==> src/hdl/rrap_pkg.sv <==
// Shared constants, register codes and pipeline types for the rounded-rect
// alpha premultiply block. No dependencies.
`default_nettype none

package rrap_pkg;

   // Field widths
   localparam int COORD_BITS  = 11;
   localparam int FRAC_BITS   = 8;
   localparam int RADIUS_BITS = 8;
   localparam int COLOR_BITS  = 8;

   // Configuration port
   localparam int CSR_INDEX_BITS = 2;
   localparam int CSR_ADDR_BITS  = CSR_INDEX_BITS + 2;
   localparam int CSR_DATA_BITS  = 32;

   typedef enum logic [CSR_INDEX_BITS-1:0] {
      CSR_CARD_WIDTH    = 2'd0,
      CSR_CARD_HEIGHT   = 2'd1,
      CSR_CORNER_RADIUS = 2'd2
   } csr_index_type;

   localparam logic [COORD_BITS-1:0]  CARD_WIDTH_RESET    = COORD_BITS'(340);
   localparam logic [COORD_BITS-1:0]  CARD_HEIGHT_RESET   = COORD_BITS'(360);
   localparam logic [RADIUS_BITS-1:0] CORNER_RADIUS_RESET = RADIUS_BITS'(8);

   // Fixed-point lengths: signed distance, clamped corner offset, root
   localparam int DIST_BITS = COORD_BITS + FRAC_BITS + 2;
   localparam int LIM_BITS  = RADIUS_BITS + FRAC_BITS + 1;
   localparam int SQ_BITS   = 2 * LIM_BITS;
   localparam int ROOT_BITS = LIM_BITS + 1;
   localparam int RAD_BITS  = 2 * ROOT_BITS;
   localparam int REM_BITS  = ROOT_BITS + 2;

   // Square root pipeline: two digits per stage
   localparam int SQRT_STEPS_PER_STAGE = 2;
   localparam int SQRT_STAGES =
      (ROOT_BITS + SQRT_STEPS_PER_STAGE - 1) / SQRT_STEPS_PER_STAGE;

   // Truncating divide by 255 of an 8x8 product: multiply and shift
   localparam int PROD_BITS  = 2 * COLOR_BITS;
   localparam int RECIP_BITS = 16;
   localparam logic [RECIP_BITS-1:0] DIV255_RECIP = 16'h8081;
   localparam int DIV255_SHIFT = 23;

   typedef struct packed {
      logic [COORD_BITS-1:0]  card_width;
      logic [COORD_BITS-1:0]  card_height;
      logic [RADIUS_BITS-1:0] corner_radius;
   } cfg_type;

   localparam cfg_type CFG_RESET = '{
      card_width:    CARD_WIDTH_RESET,
      card_height:   CARD_HEIGHT_RESET,
      corner_radius: CORNER_RADIUS_RESET
   };

   typedef struct packed {
      logic [COLOR_BITS-1:0] blue;
      logic [COLOR_BITS-1:0] green;
      logic [COLOR_BITS-1:0] red;
   } color_type;

   // Data that rides along the distance and root stages
   typedef struct packed {
      color_type                    color;
      logic                         corner;
      logic signed [DIST_BITS-1:0]  dmax;
   } side_type;

   typedef struct packed {
      logic [RAD_BITS-1:0] rad;
      side_type            side;
   } geom_type;

   typedef struct packed {
      logic [RAD_BITS-1:0]  rad;
      logic [REM_BITS-1:0]  rem;
      logic [ROOT_BITS-1:0] root;
      side_type             side;
   } sq_state_type;

endpackage

`default_nettype wire

==> src/hdl/rrap_req_if.sv <==
// Pixel request channel: valid/ready handshake with coordinates and color.
// Depends on rrap_pkg.
`default_nettype none

interface rrap_req_if;
   import rrap_pkg::*;

   logic                  valid;
   logic                  ready;
   logic [COORD_BITS-1:0] pixel_column;
   logic [COORD_BITS-1:0] pixel_row;
   logic [COLOR_BITS-1:0] in_blue;
   logic [COLOR_BITS-1:0] in_green;
   logic [COLOR_BITS-1:0] in_red;

   modport source (
      output valid, pixel_column, pixel_row, in_blue, in_green, in_red,
      input  ready
   );

   modport sink (
      input  valid, pixel_column, pixel_row, in_blue, in_green, in_red,
      output ready
   );
endinterface

`default_nettype wire

==> src/hdl/rrap_rsp_if.sv <==
// Result channel: valid/ready handshake with premultiplied color and alpha.
// Depends on rrap_pkg.
`default_nettype none

interface rrap_rsp_if;
   import rrap_pkg::*;

   logic                  valid;
   logic                  ready;
   logic [COLOR_BITS-1:0] out_blue;
   logic [COLOR_BITS-1:0] out_green;
   logic [COLOR_BITS-1:0] out_red;
   logic [COLOR_BITS-1:0] out_alpha;

   modport source (
      output valid, out_blue, out_green, out_red, out_alpha,
      input  ready
   );

   modport sink (
      input  valid, out_blue, out_green, out_red, out_alpha,
      output ready
   );
endinterface

`default_nettype wire

==> src/hdl/rounded_rect_alpha_premultiply.sv <==
// Rounded-rectangle alpha mask with color premultiply (top level).
// Depends on rrap_pkg, rrap_req_if, rrap_rsp_if, rrap_csr, rrap_dist,
// rrap_sqrt and rrap_blend.
//
// req_ch takes one pixel per item: column, row and three color bytes.
// rsp_ch returns one item per pixel: the colors times alpha / 255 and alpha,
// in request order. Both channels use valid/ready.
// The csr_ port holds card width, card height and corner radius; write it
// only while no item is in flight.
// From request accept to result valid an item passes 4 distance stages,
// 9 square-root stages at two root bits each and 4 blend stages.
// Throughput is one item per cycle while rsp_ch is ready; every stage holds one item.
// A stalled rsp_ch holds the result; the pipeline keeps filling its empty
// stages and drops req_ch.ready only once every stage is full.
// Synchronous reset empties the pipeline and restores the register defaults
// (width 340, height 360, radius 8).
`default_nettype none

module rounded_rect_alpha_premultiply (
   input  logic                               clock,
   input  logic                               reset,
   rrap_req_if.sink                           req_ch,
   rrap_rsp_if.source                         rsp_ch,
   input  logic                               csr_psel,
   input  logic                               csr_penable,
   input  logic                               csr_pwrite,
   input  logic [rrap_pkg::CSR_ADDR_BITS-1:0] csr_paddr,
   input  logic [rrap_pkg::CSR_DATA_BITS-1:0] csr_pwdata,
   output logic [rrap_pkg::CSR_DATA_BITS-1:0] csr_prdata,
   output logic                               csr_pready
);
   import rrap_pkg::*;

   cfg_type      cfg;
   color_type    req_color;
   color_type    rsp_color;
   logic         geom_valid;
   logic         geom_ready;
   geom_type     geom;
   logic         root_valid;
   logic         root_ready;
   sq_state_type root_state;

   rrap_csr u_csr (
      .clock       (clock),
      .reset       (reset),
      .csr_psel    (csr_psel),
      .csr_penable (csr_penable),
      .csr_pwrite  (csr_pwrite),
      .csr_paddr   (csr_paddr),
      .csr_pwdata  (csr_pwdata),
      .csr_prdata  (csr_prdata),
      .csr_pready  (csr_pready),
      .cfg         (cfg)
   );

   // Gather the request color bytes
   assign req_color.blue  = req_ch.in_blue;
   assign req_color.green = req_ch.in_green;
   assign req_color.red   = req_ch.in_red;

   rrap_dist u_dist (
      .clock     (clock),
      .reset     (reset),
      .cfg       (cfg),
      .in_valid  (req_ch.valid),
      .in_ready  (req_ch.ready),
      .in_column (req_ch.pixel_column),
      .in_row    (req_ch.pixel_row),
      .in_color  (req_color),
      .out_valid (geom_valid),
      .out_ready (geom_ready),
      .out_geom  (geom)
   );

   rrap_sqrt u_sqrt (
      .clock     (clock),
      .reset     (reset),
      .in_valid  (geom_valid),
      .in_ready  (geom_ready),
      .in_geom   (geom),
      .out_valid (root_valid),
      .out_ready (root_ready),
      .out_state (root_state)
   );

   rrap_blend u_blend (
      .clock         (clock),
      .reset         (reset),
      .corner_radius (cfg.corner_radius),
      .in_valid      (root_valid),
      .in_ready      (root_ready),
      .in_state      (root_state),
      .out_valid     (rsp_ch.valid),
      .out_ready     (rsp_ch.ready),
      .out_color     (rsp_color),
      .out_alpha     (rsp_ch.out_alpha)
   );

   // Spread the result color bytes
   assign rsp_ch.out_blue  = rsp_color.blue;
   assign rsp_ch.out_green = rsp_color.green;
   assign rsp_ch.out_red   = rsp_color.red;

endmodule

`default_nettype wire

==> src/hdl/rrap_csr.sv <==
// APB-style register file for card width, card height and corner radius.
// Depends on rrap_pkg.
`default_nettype none

module rrap_csr (
   input  logic                               clock,
   input  logic                               reset,
   input  logic                               csr_psel,
   input  logic                               csr_penable,
   input  logic                               csr_pwrite,
   input  logic [rrap_pkg::CSR_ADDR_BITS-1:0] csr_paddr,
   input  logic [rrap_pkg::CSR_DATA_BITS-1:0] csr_pwdata,
   output logic [rrap_pkg::CSR_DATA_BITS-1:0] csr_prdata,
   output logic                               csr_pready,
   output rrap_pkg::cfg_type                  cfg
);
   import rrap_pkg::*;

   cfg_type       cfg_ff;
   cfg_type       cfg_in;
   csr_index_type index;
   logic          wr_en;

   assign index      = csr_index_type'(csr_paddr[CSR_ADDR_BITS-1:2]);
   assign wr_en      = csr_psel && csr_penable && csr_pwrite && csr_pready;
   assign csr_pready = 1'b1;
   assign cfg        = cfg_ff;

   // Update the addressed register on the access cycle
   always_comb begin
      cfg_in = cfg_ff;
      if (wr_en) begin
         unique case (index)
            CSR_CARD_WIDTH:    cfg_in.card_width    = csr_pwdata[COORD_BITS-1:0];
            CSR_CARD_HEIGHT:   cfg_in.card_height   = csr_pwdata[COORD_BITS-1:0];
            CSR_CORNER_RADIUS: cfg_in.corner_radius = csr_pwdata[RADIUS_BITS-1:0];
            default:           cfg_in = cfg_ff;
         endcase
      end
   end

   always_ff @(posedge clock) begin
      if (reset) begin
         cfg_ff <= CFG_RESET;
      end else begin
         cfg_ff <= cfg_in;
      end
   end

   // Read back the addressed register
   always_comb begin
      unique case (index)
         CSR_CARD_WIDTH:    csr_prdata = CSR_DATA_BITS'(cfg_ff.card_width);
         CSR_CARD_HEIGHT:   csr_prdata = CSR_DATA_BITS'(cfg_ff.card_height);
         CSR_CORNER_RADIUS: csr_prdata = CSR_DATA_BITS'(cfg_ff.corner_radius);
         default:           csr_prdata = '0;
      endcase
   end

endmodule

`default_nettype wire

==> src/hdl/rrap_dist.sv <==
// Four-stage front end: axis distances, corner clamp, squares, radicand sum.
// Depends on rrap_pkg.
`default_nettype none

module rrap_dist (
   input  logic                            clock,
   input  logic                            reset,
   input  rrap_pkg::cfg_type               cfg,
   input  logic                            in_valid,
   output logic                            in_ready,
   input  logic [rrap_pkg::COORD_BITS-1:0] in_column,
   input  logic [rrap_pkg::COORD_BITS-1:0] in_row,
   input  rrap_pkg::color_type             in_color,
   output logic                            out_valid,
   input  logic                            out_ready,
   output rrap_pkg::geom_type              out_geom
);
   import rrap_pkg::*;

   localparam int STAGES    = 4;
   localparam int HALF_PAD  = DIST_BITS - COORD_BITS - FRAC_BITS + 1;
   localparam int RAD_PAD   = DIST_BITS - RADIUS_BITS - FRAC_BITS;
   localparam int POS_PAD   = DIST_BITS - COORD_BITS - FRAC_BITS;
   localparam logic [LIM_BITS-1:0] TWO_PX = LIM_BITS'(2 << FRAC_BITS);

   // |pos - half| - inner, all in signed fixed point
   function automatic logic signed [DIST_BITS-1:0] axis_offset(
      input logic signed [DIST_BITS-1:0] pos,
      input logic signed [DIST_BITS-1:0] half,
      input logic signed [DIST_BITS-1:0] inner
   );
      logic signed [DIST_BITS-1:0] diff;
      logic signed [DIST_BITS-1:0] mag;
      diff = pos - half;
      mag  = diff[DIST_BITS-1] ? -diff : diff;
      return mag - inner;
   endfunction

   logic [STAGES-1:0] valid_ff;
   logic [STAGES-1:0] valid_in;
   logic [STAGES-1:0] valid_src;
   logic [STAGES:0]   adv;

   logic signed [DIST_BITS-1:0] half_w;
   logic signed [DIST_BITS-1:0] half_h;
   logic signed [DIST_BITS-1:0] r_fx;
   logic signed [DIST_BITS-1:0] pos_x;
   logic signed [DIST_BITS-1:0] pos_y;
   logic [LIM_BITS-1:0]         lim;
   logic signed [DIST_BITS-1:0] lim_s;

   logic signed [DIST_BITS-1:0] dx_ff, dx_in;
   logic signed [DIST_BITS-1:0] dy_ff, dy_in;
   color_type                   color1_ff;
   logic [LIM_BITS-1:0]         ax_ff, ax_in;
   logic [LIM_BITS-1:0]         ay_ff, ay_in;
   side_type                    side2_ff, side2_in;
   logic [SQ_BITS-1:0]          sqx_ff, sqx_in;
   logic [SQ_BITS-1:0]          sqy_ff, sqy_in;
   side_type                    side3_ff;
   geom_type                    geom_ff, geom_in;

   // Advance a stage when it is empty or the next one advances
   always_comb begin
      adv[STAGES] = out_ready;
      for (int i = STAGES - 1; i >= 0; i--) begin
         adv[i] = !valid_ff[i] || adv[i+1];
      end
   end

   assign valid_src = {valid_ff[STAGES-2:0], in_valid};
   assign valid_in  = (adv[STAGES-1:0] & valid_src) | (~adv[STAGES-1:0] & valid_ff);

   always_ff @(posedge clock) begin
      if (reset) begin
         valid_ff <= '0;
      end else begin
         valid_ff <= valid_in;
      end
   end

   // Stage 1: pixel centre against card half extents
   assign half_w = signed'({{HALF_PAD{1'b0}}, cfg.card_width, {(FRAC_BITS-1){1'b0}}});
   assign half_h = signed'({{HALF_PAD{1'b0}}, cfg.card_height, {(FRAC_BITS-1){1'b0}}});
   assign r_fx   = signed'({{RAD_PAD{1'b0}}, cfg.corner_radius, {FRAC_BITS{1'b0}}});
   assign pos_x  = signed'({{POS_PAD{1'b0}}, in_column, 1'b1, {(FRAC_BITS-1){1'b0}}});
   assign pos_y  = signed'({{POS_PAD{1'b0}}, in_row, 1'b1, {(FRAC_BITS-1){1'b0}}});
   assign dx_in  = axis_offset(pos_x, half_w, half_w - r_fx);
   assign dy_in  = axis_offset(pos_y, half_h, half_h - r_fx);

   // Stage 2: corner test, clamp offsets to radius plus two pixels
   assign lim   = {1'b0, cfg.corner_radius, {FRAC_BITS{1'b0}}} + TWO_PX;
   assign lim_s = signed'(DIST_BITS'(lim));

   always_comb begin
      ax_in = (dx_ff > lim_s) ? lim : dx_ff[LIM_BITS-1:0];
      ay_in = (dy_ff > lim_s) ? lim : dy_ff[LIM_BITS-1:0];
      side2_in.color  = color1_ff;
      side2_in.corner = (dx_ff > 0) && (dy_ff > 0);
      side2_in.dmax   = (dx_ff > dy_ff) ? dx_ff : dy_ff;
   end

   // Stage 3: square both offsets
   assign sqx_in = ax_ff * ax_ff;
   assign sqy_in = ay_ff * ay_ff;

   // Stage 4: sum of squares
   assign geom_in.rad  = RAD_BITS'(sqx_ff) + RAD_BITS'(sqy_ff);
   assign geom_in.side = side3_ff;

   always_ff @(posedge clock) begin
      if (adv[0]) begin
         dx_ff     <= dx_in;
         dy_ff     <= dy_in;
         color1_ff <= in_color;
      end
      if (adv[1]) begin
         ax_ff    <= ax_in;
         ay_ff    <= ay_in;
         side2_ff <= side2_in;
      end
      if (adv[2]) begin
         sqx_ff   <= sqx_in;
         sqy_ff   <= sqy_in;
         side3_ff <= side2_ff;
      end
      if (adv[3]) begin
         geom_ff <= geom_in;
      end
   end

   assign in_ready  = adv[0];
   assign out_valid = valid_ff[STAGES-1];
   assign out_geom  = geom_ff;

endmodule

`default_nettype wire

==> src/hdl/rrap_sqrt.sv <==
// Pipelined digit-by-digit square root, two result bits per stage.
// Depends on rrap_pkg.
`default_nettype none

module rrap_sqrt (
   input  logic                   clock,
   input  logic                   reset,
   input  logic                   in_valid,
   output logic                   in_ready,
   input  rrap_pkg::geom_type     in_geom,
   output logic                   out_valid,
   input  logic                   out_ready,
   output rrap_pkg::sq_state_type out_state
);
   import rrap_pkg::*;

   // One restoring step: bring down two radicand bits, try root*4+1
   function automatic sq_state_type sqrt_step(input sq_state_type cur);
      sq_state_type         nxt;
      logic [REM_BITS+1:0]  rem_sh;
      logic [REM_BITS+1:0]  trial;
      nxt    = cur;
      rem_sh = {cur.rem, cur.rad[RAD_BITS-1 -: 2]};
      trial  = (REM_BITS + 2)'({cur.root, 2'b01});
      nxt.rad = cur.rad << 2;
      if (rem_sh >= trial) begin
         nxt.rem  = REM_BITS'(rem_sh - trial);
         nxt.root = {cur.root[ROOT_BITS-2:0], 1'b1};
      end else begin
         nxt.rem  = REM_BITS'(rem_sh);
         nxt.root = {cur.root[ROOT_BITS-2:0], 1'b0};
      end
      return nxt;
   endfunction

   logic [SQRT_STAGES-1:0] valid_ff;
   logic [SQRT_STAGES-1:0] valid_in;
   logic [SQRT_STAGES-1:0] valid_src;
   logic [SQRT_STAGES:0]   adv;
   sq_state_type           init_state;
   sq_state_type           stage_src [SQRT_STAGES];
   sq_state_type           state_in  [SQRT_STAGES];
   sq_state_type           state_ff  [SQRT_STAGES];

   // Advance a stage when it is empty or the next one advances
   always_comb begin
      adv[SQRT_STAGES] = out_ready;
      for (int i = SQRT_STAGES - 1; i >= 0; i--) begin
         adv[i] = !valid_ff[i] || adv[i+1];
      end
   end

   assign valid_src = {valid_ff[SQRT_STAGES-2:0], in_valid};
   assign valid_in  = (adv[SQRT_STAGES-1:0] & valid_src)
                    | (~adv[SQRT_STAGES-1:0] & valid_ff);

   always_ff @(posedge clock) begin
      if (reset) begin
         valid_ff <= '0;
      end else begin
         valid_ff <= valid_in;
      end
   end

   // Start with empty root and remainder
   always_comb begin
      init_state.rad  = in_geom.rad;
      init_state.rem  = '0;
      init_state.root = '0;
      init_state.side = in_geom.side;
   end

   for (genvar s = 0; s < SQRT_STAGES; s++) begin : g_stage
      if (s == 0) begin : g_first
         assign stage_src[s] = init_state;
      end else begin : g_next
         assign stage_src[s] = state_ff[s-1];
      end

      // Run this stage's share of the digit steps
      always_comb begin
         state_in[s] = stage_src[s];
         for (int j = 0; j < SQRT_STEPS_PER_STAGE; j++) begin
            if (s * SQRT_STEPS_PER_STAGE + j < ROOT_BITS) begin
               state_in[s] = sqrt_step(state_in[s]);
            end
         end
      end

      always_ff @(posedge clock) begin
         if (adv[s]) begin
            state_ff[s] <= state_in[s];
         end
      end
   end

   assign in_ready  = adv[0];
   assign out_valid = valid_ff[SQRT_STAGES-1];
   assign out_state = state_ff[SQRT_STAGES-1];

endmodule

`default_nettype wire

==> src/hdl/rrap_blend.sv <==
// Four-stage back end: rounded distance, coverage to alpha, color product,
// divide by 255. Depends on rrap_pkg.
`default_nettype none

module rrap_blend (
   input  logic                             clock,
   input  logic                             reset,
   input  logic [rrap_pkg::RADIUS_BITS-1:0] corner_radius,
   input  logic                             in_valid,
   output logic                             in_ready,
   input  rrap_pkg::sq_state_type           in_state,
   output logic                             out_valid,
   input  logic                             out_ready,
   output rrap_pkg::color_type              out_color,
   output logic [rrap_pkg::COLOR_BITS-1:0]  out_alpha
);
   import rrap_pkg::*;

   localparam int STAGES      = 4;
   localparam int D_BITS      = DIST_BITS + 1;
   localparam int COV_BITS    = FRAC_BITS + 1;
   localparam int SCALED_BITS = FRAC_BITS + COLOR_BITS + 1;
   localparam int QUOT_BITS   = PROD_BITS + RECIP_BITS;
   localparam logic signed [D_BITS-1:0] HALF_D     = D_BITS'(1 << (FRAC_BITS - 1));
   localparam logic signed [D_BITS-1:0] NEG_HALF_D = -HALF_D;
   localparam logic [COV_BITS-1:0]      ONE_COV    = COV_BITS'(1 << FRAC_BITS);
   localparam logic [SCALED_BITS-1:0]   HALF_SC    = SCALED_BITS'(1 << (FRAC_BITS - 1));

   logic [STAGES-1:0] valid_ff;
   logic [STAGES-1:0] valid_in;
   logic [STAGES-1:0] valid_src;
   logic [STAGES:0]   adv;

   logic                     round_up;
   logic [ROOT_BITS:0]       root_rnd;
   logic signed [D_BITS-1:0] r_fx;
   logic [COV_BITS-1:0]      cov;
   logic [SCALED_BITS-1:0]   scaled;
   logic [QUOT_BITS-1:0]     quot_b;
   logic [QUOT_BITS-1:0]     quot_g;
   logic [QUOT_BITS-1:0]     quot_r;

   logic signed [D_BITS-1:0] dist_ff, dist_in;
   color_type                color1_ff;
   logic [COLOR_BITS-1:0]    alpha2_ff, alpha2_in;
   color_type                color2_ff;
   logic [PROD_BITS-1:0]     prod_b_ff, prod_g_ff, prod_r_ff;
   logic [COLOR_BITS-1:0]    alpha3_ff;
   color_type                color4_ff, color4_in;
   logic [COLOR_BITS-1:0]    alpha4_ff;

   // Advance a stage when it is empty or the next one advances
   always_comb begin
      adv[STAGES] = out_ready;
      for (int i = STAGES - 1; i >= 0; i--) begin
         adv[i] = !valid_ff[i] || adv[i+1];
      end
   end

   assign valid_src = {valid_ff[STAGES-2:0], in_valid};
   assign valid_in  = (adv[STAGES-1:0] & valid_src) | (~adv[STAGES-1:0] & valid_ff);

   always_ff @(posedge clock) begin
      if (reset) begin
         valid_ff <= '0;
      end else begin
         valid_ff <= valid_in;
      end
   end

   // Stage 1: round the root to nearest and subtract the radius; outside a corner use the larger axis offset
   assign r_fx     = signed'(D_BITS'({corner_radius, {FRAC_BITS{1'b0}}}));
   assign round_up = in_state.rem > REM_BITS'(in_state.root);
   assign root_rnd = (ROOT_BITS + 1)'(in_state.root) + (ROOT_BITS + 1)'(round_up);

   always_comb begin
      if (in_state.side.corner) begin
         dist_in = signed'(D_BITS'(root_rnd)) - r_fx;
      end else begin
         dist_in = D_BITS'(in_state.side.dmax) - r_fx;
      end
   end

   // Stage 2: coverage = 1/2 - d clamped to 0..1, scaled to a rounded byte
   always_comb begin
      priority if (dist_ff > HALF_D) begin
         cov = '0;
      end else if (dist_ff < NEG_HALF_D) begin
         cov = ONE_COV;
      end else begin
         cov = COV_BITS'(HALF_D - dist_ff);
      end
      scaled    = {cov, {COLOR_BITS{1'b0}}} - SCALED_BITS'(cov) + HALF_SC;
      alpha2_in = scaled[FRAC_BITS +: COLOR_BITS];
   end

   // Stage 4: divide each product by 255, truncating
   assign quot_b = prod_b_ff * DIV255_RECIP;
   assign quot_g = prod_g_ff * DIV255_RECIP;
   assign quot_r = prod_r_ff * DIV255_RECIP;
   assign color4_in.blue  = quot_b[DIV255_SHIFT +: COLOR_BITS];
   assign color4_in.green = quot_g[DIV255_SHIFT +: COLOR_BITS];
   assign color4_in.red   = quot_r[DIV255_SHIFT +: COLOR_BITS];

   always_ff @(posedge clock) begin
      if (adv[0]) begin
         dist_ff   <= dist_in;
         color1_ff <= in_state.side.color;
      end
      if (adv[1]) begin
         alpha2_ff <= alpha2_in;
         color2_ff <= color1_ff;
      end
      // Stage 3: premultiply each color byte
      if (adv[2]) begin
         prod_b_ff <= color2_ff.blue * alpha2_ff;
         prod_g_ff <= color2_ff.green * alpha2_ff;
         prod_r_ff <= color2_ff.red * alpha2_ff;
         alpha3_ff <= alpha2_ff;
      end
      if (adv[3]) begin
         color4_ff <= color4_in;
         alpha4_ff <= alpha3_ff;
      end
   end

   assign in_ready  = adv[0];
   assign out_valid = valid_ff[STAGES-1];
   assign out_color = color4_ff;
   assign out_alpha = alpha4_ff;

endmodule

`default_nettype wire

==> src/flat_wrapper.sv <==
// flat-port wrapper written by rule: the top's interface ports become plain ports
module rounded_rect_alpha_premultiply_flat import rrap_pkg::*;
  (clock, reset, csr_psel, csr_penable, csr_pwrite, csr_paddr, csr_pwdata, csr_prdata, csr_pready, req_ch_valid, req_ch_pixel_column, req_ch_pixel_row, req_ch_in_blue, req_ch_in_green, req_ch_in_red, req_ch_ready, rsp_ch_valid, rsp_ch_out_blue, rsp_ch_out_green, rsp_ch_out_red, rsp_ch_out_alpha, rsp_ch_ready);
  rrap_req_if req_ch_i ();
  rrap_rsp_if rsp_ch_i ();
  input  logic clock;
  input  logic reset;
  input  logic csr_psel;
  input  logic csr_penable;
  input  logic csr_pwrite;
  input  logic [rrap_pkg::CSR_ADDR_BITS-1:0] csr_paddr;
  input  logic [rrap_pkg::CSR_DATA_BITS-1:0] csr_pwdata;
  output logic [rrap_pkg::CSR_DATA_BITS-1:0] csr_prdata;
  output logic csr_pready;
  input wire logic [$bits(req_ch_i.valid)-1:0] req_ch_valid;
  input wire logic [$bits(req_ch_i.pixel_column)-1:0] req_ch_pixel_column;
  input wire logic [$bits(req_ch_i.pixel_row)-1:0] req_ch_pixel_row;
  input wire logic [$bits(req_ch_i.in_blue)-1:0] req_ch_in_blue;
  input wire logic [$bits(req_ch_i.in_green)-1:0] req_ch_in_green;
  input wire logic [$bits(req_ch_i.in_red)-1:0] req_ch_in_red;
  output wire logic [$bits(req_ch_i.ready)-1:0] req_ch_ready;
  output wire logic [$bits(rsp_ch_i.valid)-1:0] rsp_ch_valid;
  output wire logic [$bits(rsp_ch_i.out_blue)-1:0] rsp_ch_out_blue;
  output wire logic [$bits(rsp_ch_i.out_green)-1:0] rsp_ch_out_green;
  output wire logic [$bits(rsp_ch_i.out_red)-1:0] rsp_ch_out_red;
  output wire logic [$bits(rsp_ch_i.out_alpha)-1:0] rsp_ch_out_alpha;
  input wire logic [$bits(rsp_ch_i.ready)-1:0] rsp_ch_ready;
  assign req_ch_i.valid = req_ch_valid;
  assign req_ch_i.pixel_column = req_ch_pixel_column;
  assign req_ch_i.pixel_row = req_ch_pixel_row;
  assign req_ch_i.in_blue = req_ch_in_blue;
  assign req_ch_i.in_green = req_ch_in_green;
  assign req_ch_i.in_red = req_ch_in_red;
  assign req_ch_ready = req_ch_i.ready;
  assign rsp_ch_valid = rsp_ch_i.valid;
  assign rsp_ch_out_blue = rsp_ch_i.out_blue;
  assign rsp_ch_out_green = rsp_ch_i.out_green;
  assign rsp_ch_out_red = rsp_ch_i.out_red;
  assign rsp_ch_out_alpha = rsp_ch_i.out_alpha;
  assign rsp_ch_i.ready = rsp_ch_ready;
  rounded_rect_alpha_premultiply u_core (.clock(clock), .reset(reset), .req_ch(req_ch_i), .rsp_ch(rsp_ch_i), .csr_psel(csr_psel), .csr_penable(csr_penable), .csr_pwrite(csr_pwrite), .csr_paddr(csr_paddr), .csr_pwdata(csr_pwdata), .csr_prdata(csr_prdata), .csr_pready(csr_pready));
endmodule
==> config.mk <==
export PLATFORM = sky130hd
export DESIGN_NAME = rounded_rect_alpha_premultiply_flat
export DESIGN_NICKNAME = d
export VERILOG_FILES = /design/src/hdl/rrap_pkg.sv /design/src/hdl/rrap_req_if.sv /design/src/hdl/rrap_rsp_if.sv /design/src/hdl/rounded_rect_alpha_premultiply.sv /design/src/hdl/rrap_csr.sv /design/src/hdl/rrap_dist.sv /design/src/hdl/rrap_sqrt.sv /design/src/hdl/rrap_blend.sv /design/src/flat_wrapper.sv
export SDC_FILE = /design/constraint.sdc
export NUM_CORES = 2
export LEC_CHECK = 0
export ABC_AREA = 1
export BUFFER_PORTS_ARGS = -buffer_cell sky130_fd_sc_hd__buf_2
export CORE_ASPECT_RATIO = 1.2
export CORE_UTILIZATION = 51
export CTS_BUF_LIST = sky130_fd_sc_hd__clkbuf_4 sky130_fd_sc_hd__clkbuf_8
export CTS_CLUSTER_DIAMETER = 100
export CTS_CLUSTER_SIZE = 16
export DETAILED_ROUTE_END_ITERATION = 10
export PLACE_DENSITY_LB_ADDON = 0.15
export SLEW_MARGIN = 20
export SYNTH_ARGS = -nofsm -noshare
export SYNTH_HDL_FRONTEND = slang
export SYNTH_HIERARCHICAL = 1
export SYNTH_SLANG_ARGS = --single-unit
==> constraint.sdc <==
create_clock -name clock -period 86.2 [get_ports clock]
set_input_delay 8.62 -clock clock [delete_from_list [all_inputs] [get_ports clock]]
set_output_delay 8.62 -clock clock [all_outputs]
set_load 0.01 [all_outputs]
==> flow_summary.toml <==
[status]
status = "completed"

[place]
dp_cells = 10692
io_buffers = 110
dp_slack_ns = 59.76
gp_congestion = 0.953
hpwlAfterDp_mm = 144

[timing]
setup_slack_ns = 60.15
max_clock_freq_mhz = 38.4
period_share_pct = 30.2
rsz0062_at_grt = "no"
maxSlewViolCount = 0
fin_crit_ns = 26.05
finalSetupTns_ns = 0
relSlewSlack_pct = 23.7
finalClockSkew_ns = 0.0540
hold_violations = 0
worstMarginPinSlew_ns = 1.14
setup_viol = 0

[logic_synthesis]
avgSynthCellArea_sq_um = 9.47
yosys_warnings = 6
syn_area_sq_um = 81200
netlist_instances = 8582

[floorplan]
die_width_microns = 366
dieArea_sq_um = 161000
rows = 160
fp.coreArea_sq_um = 158000
die_h_microns = 439
pin_count = 156
start_util_pct = 51.3

[grt]
antenna_found_initial = 1
grt_max_degree = 62
grt_pass1_wl_mm = 288
gr-total-overflow = 0
grt_usage_pct = 22.5
grt_pass1_vias = 56597

[clocking]
holdBufCountCts = 0
clk_path_buf_depth = 3
cts.sinks = 1274
clock_latency_ns = 0.87
path_clk_slew_ns = 0.10
h-tree-depth = 3
cts_buffers = 91
postCtsSetupBuffers = 0
root_buffer = "clkbuf_8"
post_cts_resized = 0
cts_tree = "done"

[layout]
nets = 9773
drive_gt1_share_pct = 5.31
area_growth_pct = 5.12
utilization_pct = 53.9
stdcell_count = 10827
nFillCells = 14249

[critical_path]
arrival_ns = 17.43
cp-start-kind = "input port"
required_ns = 77.58
crit_path_top_delay_cell = "clkinv_2"
setup.worst_path.start = "rsp_ch_ready"
end_kind = "primary output"
slowest_delay_ns = 0.56
crit_fanout = 58
reg2reg_slack_ns = 76.76
crit_type = "input port to primary output"
critical_path.most_common_cell = "nor2_1"

[route]
avgViaCountPerCell = 5.23
wirelength_mm = 181
final_antenna_net_count = 0
wl_per_cell_microns = 16.7
route.vias.total = 56623
drtPass1Iterations = 6
drt_iter0_drc = 2897
drc_errors = 0

[power_and_ir_drop]
switching_power_mw = 1.34
pwr-share-seq_pct = 35.2
power.total_mw = 2.98
p_int_mw = 1.64
leakagePower_nw = 41.7
p_clk_share_pct = 10.1
ir_drop_uv = 23.7
p_per_area_nw_per_um2 = 34.9
combPwrFrac_pct = 54.7
p_sw_share_pct = 44.9

[hold_path]
hp-start = "u_core/u_sqrt/state_ff[0][349]$_DFFE_PN_"
holdCritPathClass = "flop to flop"

[job]
drv_cap = 0
## critical path, delay by kind of cell
| family | cells | cell delay (ns) |
|---|---|---|
| buf+inv | 17 | 5.01 |
| simple gates | 17 | 3.73 |
## cell usage in the layout (no fill, tap or decap), types with 14 or more instances in the layout
cell,count
nand2_1,2094
inv_1,1293
edfxtp_1,1227
ha_1,795
nor2_1,615
a21oi_1,446
nand3_1,411
o21ai_0,271
xor2_1,231
fa_1,210
nand4_1,145
xnor2_1,115
buf_2,110
clkbuf_8,94
nor3_1,62
conb_1,49
dfxtp_1,47
nand2_2,44
a21o_1,30
clkbuf_4,29
buf_4,29
nand3b_1,29
inv_2,26
o21bai_1,26
a31oi_1,21
o21a_1,19
nor2_4,18
nor2_2,16
or2_2,14
o21ai_1,14
## metal layers
layer | part of all wire (%) | global-route usage, %
met1 | 40 | 25.1
met5 | 0 | 0
met2 | 52 | 42.0
met4 | 5.8 | 12.8
met3 | 3.0 | 1.95
## per-stage QoR
stage | hold WS [ns] | instance area, sq um
global placement | 0.400 | 83800
detailed placement | 0.405 | 83800
floorplan | 0.400 | 81400
finish | 0.387 | 85400
global route | 0.381 | 85400
CTS | 0.357 | 85400
## worst paths after layout
| path | endpoint | cells past startpoint |
|---|---|---|
| worst min-delay path | u_core/u_sqrt/state_ff[0][461]$_DFFE_PP_ | 0 |
| worst max register to register | u_core/u_dist/side2_ff[12]$_DFFE_PP_ | 33 |
| worst max-delay path | req_ch_ready | 34 |
| worst min register to register | u_core/u_sqrt/state_ff[0][461]$_DFFE_PP_ | 0 |
## final cells by class
type                       count  area, sq um  share of cell area (%)
timing repair buffer         139          768                   0.900
clock buffer                 123         1510                    1.77
tap                         2106         2640                    3.09
sequential                  1274        37800                    44.2
inverter                    1331         5010                    5.87
antenna                        1         2.50                 0.00293
clock inverter                11          109                   0.127
multi-input combinational   5842        37600                    44.0
## power by group through the flow
stage	registers [mW]	clock network [mW]	logic, mW
after floorplan	0.990	0	1.27
after global placement	1.06	0	1.60
after detailed placement	1.06	0	1.62
after CTS	1.05	0.317	1.64
after global routing	1.06	0.337	1.88
final	1.05	0.301	1.63
## sequential cells by signal (all words and copies together) (netlist names), 10 cells and up, named ones only
signal and cells:
u_core/u_blend/prod_r_ff 16, u_core/u_dist/ax_ff 10, u_core/u_csr/cfg 30, u_core/u_blend/prod_b_ff 16, u_core/u_blend/color1_ff 24, u_core/u_dist/dx_ff 13
u_core/u_dist/color1_ff 24, u_core/u_dist/out_geom 59, u_core/u_dist/geom_in 38, u_core/u_sqrt/state_ff 818, u_core/u_dist/side2_ff 38, u_core/u_dist/sqx_ff 19
u_core/u_blend/prod_g_ff 16, u_core/u_blend/dist_ff 22, u_core/u_dist/ay_ff 10, u_core/u_dist/dy_ff 13, u_core/u_blend/color2_ff 24, u_core/u_blend/out_color 24
u_core/u_dist/sqy_ff 19
Power figures use the tool's default switching activity.
